[config.mk]
export PLATFORM = sky130hd
export DESIGN_NAME = snooping_coherence_line_controller
export DESIGN_NICKNAME = d
export VERILOG_FILES = /design/src/rtl/slcc_pkg.sv /design/src/rtl/slcc_cfg_regs.sv /design/src/rtl/slcc_decode.sv /design/src/rtl/snooping_coherence_line_controller.sv
export SDC_FILE = /design/constraint.sdc
export NUM_CORES = 1
export LEC_CHECK = 0
export BUFFER_PORTS_ARGS = -buffer_cell sky130_fd_sc_hd__buf_4
export CORE_MARGIN = 3
export CORE_UTILIZATION = 56
export CTS_BUF_LIST = sky130_fd_sc_hd__clkbuf_8
export DETAILED_ROUTE_END_ITERATION = 6
export PLACE_DENSITY = 0.88
export SETUP_SLACK_MARGIN = 0.05
export SLEW_MARGIN = 15
export SYNTH_ARGS = -nofsm -noshare
export SYNTH_HDL_FRONTEND = slang
export SYNTH_SLANG_ARGS = --single-unit
[constraint.sdc]
create_clock -name clk -period 4.5 [get_ports clk]
set_input_delay 0.675 -clock clk [delete_from_list [all_inputs] [get_ports clk]]
set_output_delay 0.675 -clock clk [all_outputs]
set_load 0.05 [all_outputs]
[src/rtl/slcc_pkg.sv]
// Shared types, codes and lookup helpers for the snooping coherence line controller.
package slcc_pkg;

  // Protocol modes
  localparam logic [2:0] PROTO_MI    = 3'd0;
  localparam logic [2:0] PROTO_MSI   = 3'd1;
  localparam logic [2:0] PROTO_MESI  = 3'd2;
  localparam logic [2:0] PROTO_MOESI = 3'd3;
  localparam logic [2:0] PROTO_MESIF = 3'd4;

  // Snooped bus kinds
  localparam logic [2:0] BK_RD     = 3'd0;
  localparam logic [2:0] BK_WR     = 3'd1;
  localparam logic [2:0] BK_DATA   = 3'd2;
  localparam logic [2:0] BK_SHARED = 3'd3;

  // Outgoing message codes
  localparam logic [2:0] MS_NONE   = 3'd0;
  localparam logic [2:0] MS_BUSRD  = 3'd1;
  localparam logic [2:0] MS_BUSWR  = 3'd2;
  localparam logic [2:0] MS_DATA   = 3'd3;
  localparam logic [2:0] MS_SHARED = 3'd4;
  localparam logic [2:0] MS_ACK    = 3'd5;
  localparam logic [2:0] MS_SDATA  = 3'd6;

  // Line states
  localparam logic [3:0] ST_I   = 4'd0;
  localparam logic [3:0] ST_M   = 4'd1;
  localparam logic [3:0] ST_S   = 4'd2;
  localparam logic [3:0] ST_E   = 4'd3;
  localparam logic [3:0] ST_O   = 4'd4;
  localparam logic [3:0] ST_F   = 4'd5;
  localparam logic [3:0] ST_IM  = 4'd6;
  localparam logic [3:0] ST_IS  = 4'd7;
  localparam logic [3:0] ST_SM  = 4'd8;
  localparam logic [3:0] ST_ISE = 4'd9;

  // Cache actions
  localparam logic [1:0] CA_NONE = 2'd0;
  localparam logic [1:0] CA_INV  = 2'd1;
  localparam logic [1:0] CA_RECV = 2'd2;

  // Register indexes (paddr bit 2)
  localparam logic REG_PROTOCOL_MODE = 1'b0;
  localparam logic REG_OWN_PROC_ID   = 1'b1;

  localparam int ADDR_W = 3;

  typedef struct packed {
    logic        action;
    logic        is_read_access;
    logic [2:0]  bus_kind;
    logic [3:0]  line_state;
    logic [63:0] line_addr;
    logic [3:0]  source_proc;
    logic [15:0] message_number;
  } slcc_in_t;

  typedef struct packed {
    logic [3:0]  next_line_state;
    logic        perm_granted;
    logic [1:0]  cache_act;
    logic        bad_state;
    logic [2:0]  first_msg;
    logic [2:0]  second_msg;
    logic [63:0] msg_addr;
    logic [3:0]  msg_dest;
    logic [15:0] msg_number;
  } slcc_out_t;

  // Configuration handed from the register block to the decode
  typedef struct packed {
    logic [2:0] protocol_mode;
    logic [3:0] own_proc_id;
  } slcc_cfg_t;

  // States that each protocol uses, one bit per state code
  function automatic logic [15:0] supported_mask(input logic [2:0] mode);
    logic [15:0] m;
    case (mode)
      PROTO_MSI:   m = 16'h01C7;
      PROTO_MESI:  m = 16'h034F;
      PROTO_MOESI: m = 16'h035F;
      PROTO_MESIF: m = 16'h036F;
      default:     m = 16'h0043;
    endcase
    return m;
  endfunction

endpackage

[src/rtl/slcc_cfg_regs.sv]
// APB register block holding the protocol mode and the processor number.
module slcc_cfg_regs (
  input  logic                        clk,
  input  logic                        rst_n,
  input  logic                        psel,
  input  logic                        penable,
  input  logic                        pwrite,
  input  logic [slcc_pkg::ADDR_W-1:0] paddr,
  input  logic [31:0]                 pwdata,
  output logic [31:0]                 prdata,
  output logic                        pready,
  output slcc_pkg::slcc_cfg_t         cfg
);
  import slcc_pkg::*;

  logic [2:0] mode_r;
  logic [3:0] id_r;
  logic       wr_en;

  assign pready = 1'b1;
  assign wr_en  = psel && penable && pwrite && pready;

  always_ff @(posedge clk) begin
    if (!rst_n) begin
      mode_r <= PROTO_MI;
      id_r   <= 4'd0;
    end else if (wr_en) begin
      if (paddr[2] == REG_PROTOCOL_MODE) begin
        mode_r <= pwdata[2:0];
      end else begin
        id_r <= pwdata[3:0];
      end
    end
  end

  always_comb begin
    if (paddr[2] == REG_OWN_PROC_ID) begin
      prdata = {28'd0, id_r};
    end else begin
      prdata = {29'd0, mode_r};
    end
  end

  assign cfg.protocol_mode = mode_r;
  assign cfg.own_proc_id   = id_r;

endmodule

[src/rtl/slcc_decode.sv]
// Next-state, permission and message decode for one access or snoop word.
module slcc_decode (
  input  slcc_pkg::slcc_in_t  in_word,
  input  logic [2:0]          protocol_mode,
  output slcc_pkg::slcc_out_t out_word
);
  import slcc_pkg::*;

  logic [2:0]  p;
  logic [15:0] mask;
  logic [3:0]  st;
  logic [2:0]  k;
  logic        rd;
  logic        k_req;
  logic [3:0]  nst;
  logic        perm;
  logic [1:0]  act;
  logic        bad;
  logic [2:0]  msg0;
  logic [2:0]  msg1;
  logic        any_msg;

  // Reserved modes fall back to MI
  assign p     = (protocol_mode > PROTO_MESIF) ? PROTO_MI : protocol_mode;
  assign mask  = supported_mask(p);
  assign st    = in_word.line_state;
  assign k     = in_word.bus_kind;
  assign rd    = in_word.is_read_access;
  assign k_req = (k == BK_RD) || (k == BK_WR);

  always_comb begin
    nst  = st;
    perm = 1'b0;
    act  = CA_NONE;
    bad  = 1'b0;
    msg0 = MS_NONE;
    msg1 = MS_NONE;
    if (st > ST_ISE || !mask[st]) begin
      nst = ST_I;
      bad = 1'b1;
    end else if (!in_word.action) begin
      case (st)
        ST_I: begin
          if (rd && p != PROTO_MI) begin
            msg0 = MS_BUSRD;
            nst  = (p == PROTO_MSI) ? ST_IS : ST_ISE;
          end else begin
            msg0 = MS_BUSWR;
            nst  = ST_IM;
          end
        end
        ST_M: perm = 1'b1;
        ST_S, ST_O, ST_F: begin
          if (rd) begin
            perm = 1'b1;
          end else begin
            msg0 = MS_BUSWR;
            nst  = ST_SM;
          end
        end
        ST_E: begin
          perm = 1'b1;
          if (!rd) nst = ST_M;
        end
        ST_SM: perm = rd;
        ST_IM: bad = 1'b1;
        default: begin
          if (!rd) begin
            msg0 = MS_BUSWR;
            nst  = ST_IM;
          end
        end
      endcase
    end else begin
      case (st)
        ST_I: begin
          if (k_req) msg0 = MS_ACK;
        end
        ST_M: begin
          if (p == PROTO_MI) begin
            msg0 = MS_DATA;
            act  = CA_INV;
            nst  = ST_I;
          end else if (p == PROTO_MSI) begin
            msg0 = MS_DATA;
            if (k == BK_RD) begin
              nst = ST_S;
            end else if (k == BK_WR) begin
              act = CA_INV;
              nst = ST_I;
            end
          end else if (k == BK_RD) begin
            msg0 = MS_SDATA;
            nst  = (p == PROTO_MOESI) ? ST_O : ST_S;
          end else if (k == BK_WR) begin
            msg0 = MS_DATA;
            act  = CA_INV;
            nst  = ST_I;
          end
        end
        ST_O, ST_F: begin
          if (k == BK_RD) begin
            msg0 = MS_SDATA;
            if (st == ST_F) nst = ST_S;
          end else if (k == BK_WR) begin
            msg0 = MS_DATA;
            act  = CA_INV;
            nst  = ST_I;
          end
        end
        ST_E: begin
          if (k == BK_RD) begin
            msg0 = MS_SHARED;
            nst  = ST_S;
          end else if (k == BK_SHARED) begin
            nst = ST_S;
          end else if (k == BK_WR) begin
            msg0 = MS_ACK;
            act  = CA_INV;
            nst  = ST_I;
          end
        end
        ST_S: begin
          if (k == BK_WR) begin
            msg0 = MS_ACK;
            act  = CA_INV;
            nst  = ST_I;
          end else if (k == BK_RD) begin
            // MESI answers Shared then Ack; MOESI Shared only; others Ack only
            if (p == PROTO_MESI) begin
              msg0 = MS_SHARED;
              msg1 = MS_ACK;
            end else if (p == PROTO_MOESI) begin
              msg0 = MS_SHARED;
            end else begin
              msg0 = MS_ACK;
            end
          end
        end
        ST_SM, ST_IM: begin
          if (k_req) msg0 = MS_ACK;
          if (k == BK_DATA || (p == PROTO_MI && k == BK_SHARED)) begin
            act = CA_RECV;
            nst = ST_M;
          end
        end
        ST_IS: begin
          if (k_req) msg0 = MS_ACK;
          if (k == BK_DATA) begin
            act = CA_RECV;
            nst = ST_S;
          end
        end
        default: begin
          if (k_req) msg0 = MS_ACK;
          if (k == BK_DATA) begin
            act = CA_RECV;
            nst = ST_E;
          end else if (k == BK_SHARED) begin
            act = CA_RECV;
            nst = (p == PROTO_MESIF) ? ST_F : ST_S;
          end
        end
      endcase
    end
  end

  assign any_msg = (msg0 != MS_NONE);

  always_comb begin
    out_word.next_line_state = nst;
    out_word.perm_granted    = perm;
    out_word.cache_act       = act;
    out_word.bad_state       = bad;
    out_word.first_msg       = msg0;
    out_word.second_msg      = msg1;
    out_word.msg_addr        = any_msg ? in_word.line_addr : 64'd0;
    // Replies go back to the snoop's sender; requests are broadcast
    out_word.msg_dest        = (any_msg && in_word.action) ? in_word.source_proc : 4'd0;
    out_word.msg_number      = (any_msg && in_word.action) ? in_word.message_number : 16'd0;
  end

endmodule

[src/rtl/snooping_coherence_line_controller.sv]
// Top level of the snooping coherence line controller.
//
//  channel  | handshake                    | payload
//  ---------+------------------------------+---------------------
//  input    | start, busy (always low)     | in_data  (slcc_in_t)
//  result   | out_strobe, one cycle        | out_data (slcc_out_t)
//  config   | psel, penable, pwrite, pready| paddr, pwdata, prdata
//
// One word is taken every cycle; each result passes the input register, then the decode
// into the result register, before it appears on out_data.
// The rate is set by the single decode stage between those two registers.
// Synchronous reset clears both valid flags; the payload registers are not reset.
// The receiver takes every result in its strobe cycle; nothing stalls.
module snooping_coherence_line_controller (
  input  logic                        clk,
  input  logic                        rst_n,
  input  logic                        start,
  output logic                        busy,
  input  slcc_pkg::slcc_in_t          in_data,
  output logic                        out_strobe,
  output slcc_pkg::slcc_out_t         out_data,
  input  logic                        psel,
  input  logic                        penable,
  input  logic                        pwrite,
  input  logic [slcc_pkg::ADDR_W-1:0] paddr,
  input  logic [31:0]                 pwdata,
  output logic [31:0]                 prdata,
  output logic                        pready
);
  import slcc_pkg::*;

  slcc_cfg_t cfg;
  logic      in_valid_r;
  slcc_in_t  in_data_r;
  logic      out_valid_r;
  slcc_out_t out_data_r;
  slcc_out_t dec_out;

  assign busy = 1'b0;

  slcc_cfg_regs u_cfg (
    .clk     (clk),
    .rst_n   (rst_n),
    .psel    (psel),
    .penable (penable),
    .pwrite  (pwrite),
    .paddr   (paddr),
    .pwdata  (pwdata),
    .prdata  (prdata),
    .pready  (pready),
    .cfg     (cfg)
  );

  always_ff @(posedge clk) begin
    if (!rst_n) begin
      in_valid_r  <= 1'b0;
      out_valid_r <= 1'b0;
    end else begin
      in_valid_r  <= start && !busy;
      out_valid_r <= in_valid_r;
    end
  end

  // Payload registers need no reset
  always_ff @(posedge clk) begin
    if (start && !busy) in_data_r <= in_data;
    if (in_valid_r) out_data_r <= dec_out;
  end

  slcc_decode u_dec (
    .in_word       (in_data_r),
    .protocol_mode (cfg.protocol_mode),
    .out_word      (dec_out)
  );

  assign out_strobe = out_valid_r;
  assign out_data   = out_data_r;

endmodule

==> flow_summary.ini <==
[floorplanning]
row_count = 42
core_area_mm2 = 0.0136
die_x_um = 125
die_y_um = 125
top_level_ports = 267
die_area_mm2 = 0.0156
initial_utilization_pct = 58.5

[setup_path]
slowest_stage = edfxtp_1
r2r_setup_slack_ns = 1.36
path_max_fanout = 49
arrival_ns = 3.46
crit_type = reg2reg
crit_path_max_incr_delay_ns = 0.96
worstPathCellList = nor2_1 -> o21ai_0 -> o2111ai_2 -> a211oi_4 -> buf_4 -> and2_1
required_ns = 4.82
worst_setup_path_start_kind = flop
end_kind = flop

[pwr]
ir_drop_mv = 0.253
leakage_nw = 3.78
power_density_mw_per_mm2 = 392

[yosys]
synthSimpleGateAreaFrac_pct = 13.2
synth_fa_ha_area_share_pct = 0
yosys.cell_types.count = 64
synthMuxAreaShare_pct = 1.31
avgSynthCellArea_um2 = 15.6
seq_area_frac_synth_pct = 73.8
synth.most_common_cell = edfxtp_1
yosys-top-cells-count = edfxtp_1 (189), and2_1 (88), buf_4 (33)
syn-cell-area_mm2 = 0.00793
synth_flop_cell = edfxtp_1
synth_area_leaders = edfxtp_1 (72%), and2_1 (6.9%), buf_4 (3.1%), dfxtp_1 (2.3%), o21ai_0 (1.1%)
synth_top_family_by_area = simple AND/OR/NAND/NOR gates
yosysWarnings = 0
synth_area_leader_cell = edfxtp_1
synth_enable_flop_cells = 189
ys_ff_latch = 198
synthXorXnorAreaFrac_pct = 0.110
synth_compound_area_share_pct = 6.20
async_flop_share_pct = 0
synthCells = 510
synth_top_area_share_pct = 71.5

[sta]
setup_viol_count_final = 0
rsz0062_at_grt = no
fmax_mhz = 318
period_share_pct = 69.8
skew_ns = 0.00733
tns_ns = 0
period_needed_ns = 3.14
relSlewSlack_pct = 34.2
worst_slack_ns = 1.36
drv_slew = 0
hold_violations = 0
worst_slew_pin_slew_ns = 0.981

[finish]
final_nets = 843
n_antenna_cell = 0
syn2layout_area_growth_pct = 23.9
drive_gt1_share_pct = 35.8

[place]
hpwlAfterDp_um = 11300
io_buffers = 205
gp_congestion = 0.902
dp_slack_ns = 1.43

[clocking]
tritoncts = built
cts_resized = 0
postCtsSetupBuffers = 0
clk_latency_ns = 0.45
cts_hold_buf = 0
cts_made_buffers = 17
cts-root-buf = clkbuf_8
clk_pin_slew_ns = 0.09
htreeDepth = 4
clk_path_buf_depth = 2
clkSinkCount = 198

[routing]
initialDrtViolationCount = 448
viasPerCell = 5.34
drt_pass1_iterations = 5
vias = 4793
totalWireLength_um = 16100
ant_nets = 0
routedWlPerCell_um = 18.0
remaining_drc_errors = 0

[global_route]
grt_max_degree = 69
grt_pass1_vias = 4638
grt_usage_pct = 20.6
overflow = 0
grt_pass1_wl_um = 25000
antenna_found_initial = 0

[min_path]
hold_class = in2reg

[run_status]
status = finished clean

[flow_run]
max_cap_viol_count = 0
==> layout make-up <==
cell class	count	area [um^2]
fill	870	3730
timing repair buffer	208	1560
tap	176	220
inverter	7	26.3
sequential	198	5860
clock buffer	17	234
multi-input combinational	277	1770
clock inverter	14	159
==> layer usage <==
metal	routed length, um	up-vias	part of all wire [%]	track usage (%)
met5	0	-	0	0
met4	413	0	2.6	8.23
met3	1510	37	9.3	7.12
met2	7860	260	49	33.2
met1	6360	2274	39	25.8
li1	-	2222	-	-
==> path summary, 6_finish.rpt <==
check / startpoint / to / cells past startpoint
worst max-delay path: in_data_r[86]$_DFFE_PP_ / out_data[55]$_SDFFCE_PN0P_ / 6
worst min-delay path: in_data[69] / in_data_r[69]$_DFFE_PP_ / 1
worst max register to register: in_data_r[86]$_DFFE_PP_ / out_data[55]$_SDFFCE_PN0P_ / 6
worst min register to register: in_data_r[6]$_DFFE_PP_ / out_data[6]$_SDFFCE_PN0P_ / 1
==> cells by family (layout without fill, tap and decap cells) <==
kind of cell    after synthesis  after routing
simple gates                170            170
compound gates               65             65
other cells                   2             31
xor+xnor                      1              1
mux                          10             10
flops                       198            198
buf+inv                      64            246
==> metrics by stage <==
stage / std cells / hold slack (ns) / cell area [um^2] / power, mW / utilization [%]
2_1_floorplan: 539 / 0.477 / 8040 / 2.63 / -
3_3_place_gp: 866 / 0.491 / 9440 / 2.79 / 69.6
3_5_place_dp: 866 / 0.502 / 9440 / 2.81 / 69.6
4_1_cts: 897 / 0.358 / 9830 / 3.89 / 72.5
5_1_grt: 897 / 0.351 / 9830 / 4.00 / 72.5
6_report: 897 / 0.393 / 9830 / 3.86 / 72.5
==> cells in the final DEF, fill, tap and decap left out, types with 5 or more instances in the layout <==
cell        Yosys  routed
nor2_1         14      14
o21ai_0        18      18
nor3_1          9       8
nor2b_1        11      11
nand3_1         5       5
edfxtp_1      189     189
clkinvlp_4      0       5
a31oi_1         5       5
conb_1          2      31
mux2i_1         7       7
nand2_1        10      10
and2_1         88      88
a21oi_1         9       9
buf_4          33     208
dfxtp_1         9       8
inv_1           7       8
clkbuf_8        0      17
==> registers in the layout, indices dropped and copies added, names as in the netlist <==
| register | flops |
|---|---|
| out_strobe | 1 |
| u_cfg.id_r | 4 |
| out_data | 96 |
| in_valid_r | 1 |
| in_data_r | 93 |
| u_cfg.mode_r | 3 |
==> power breakdown <==
part	switching, mW	leakage, nW	internal, mW
Clock	0.596	0.182	0.495
Combinational	0.367	1.74	0.179
Sequential	0.0704	1.85	2.15
==> worst max-delay path, delay by kind of cell (launching register included) <==
family | cells | cell delay [ns]
AO/OA/AOI/OAI | 3 | 1.02
buffers and inverters | 1 | 0.44
flip-flops | 1 | 0.96
AND/OR/NAND/NOR | 2 | 0.55
Note: power is estimated with default switching activity, not from simulation.
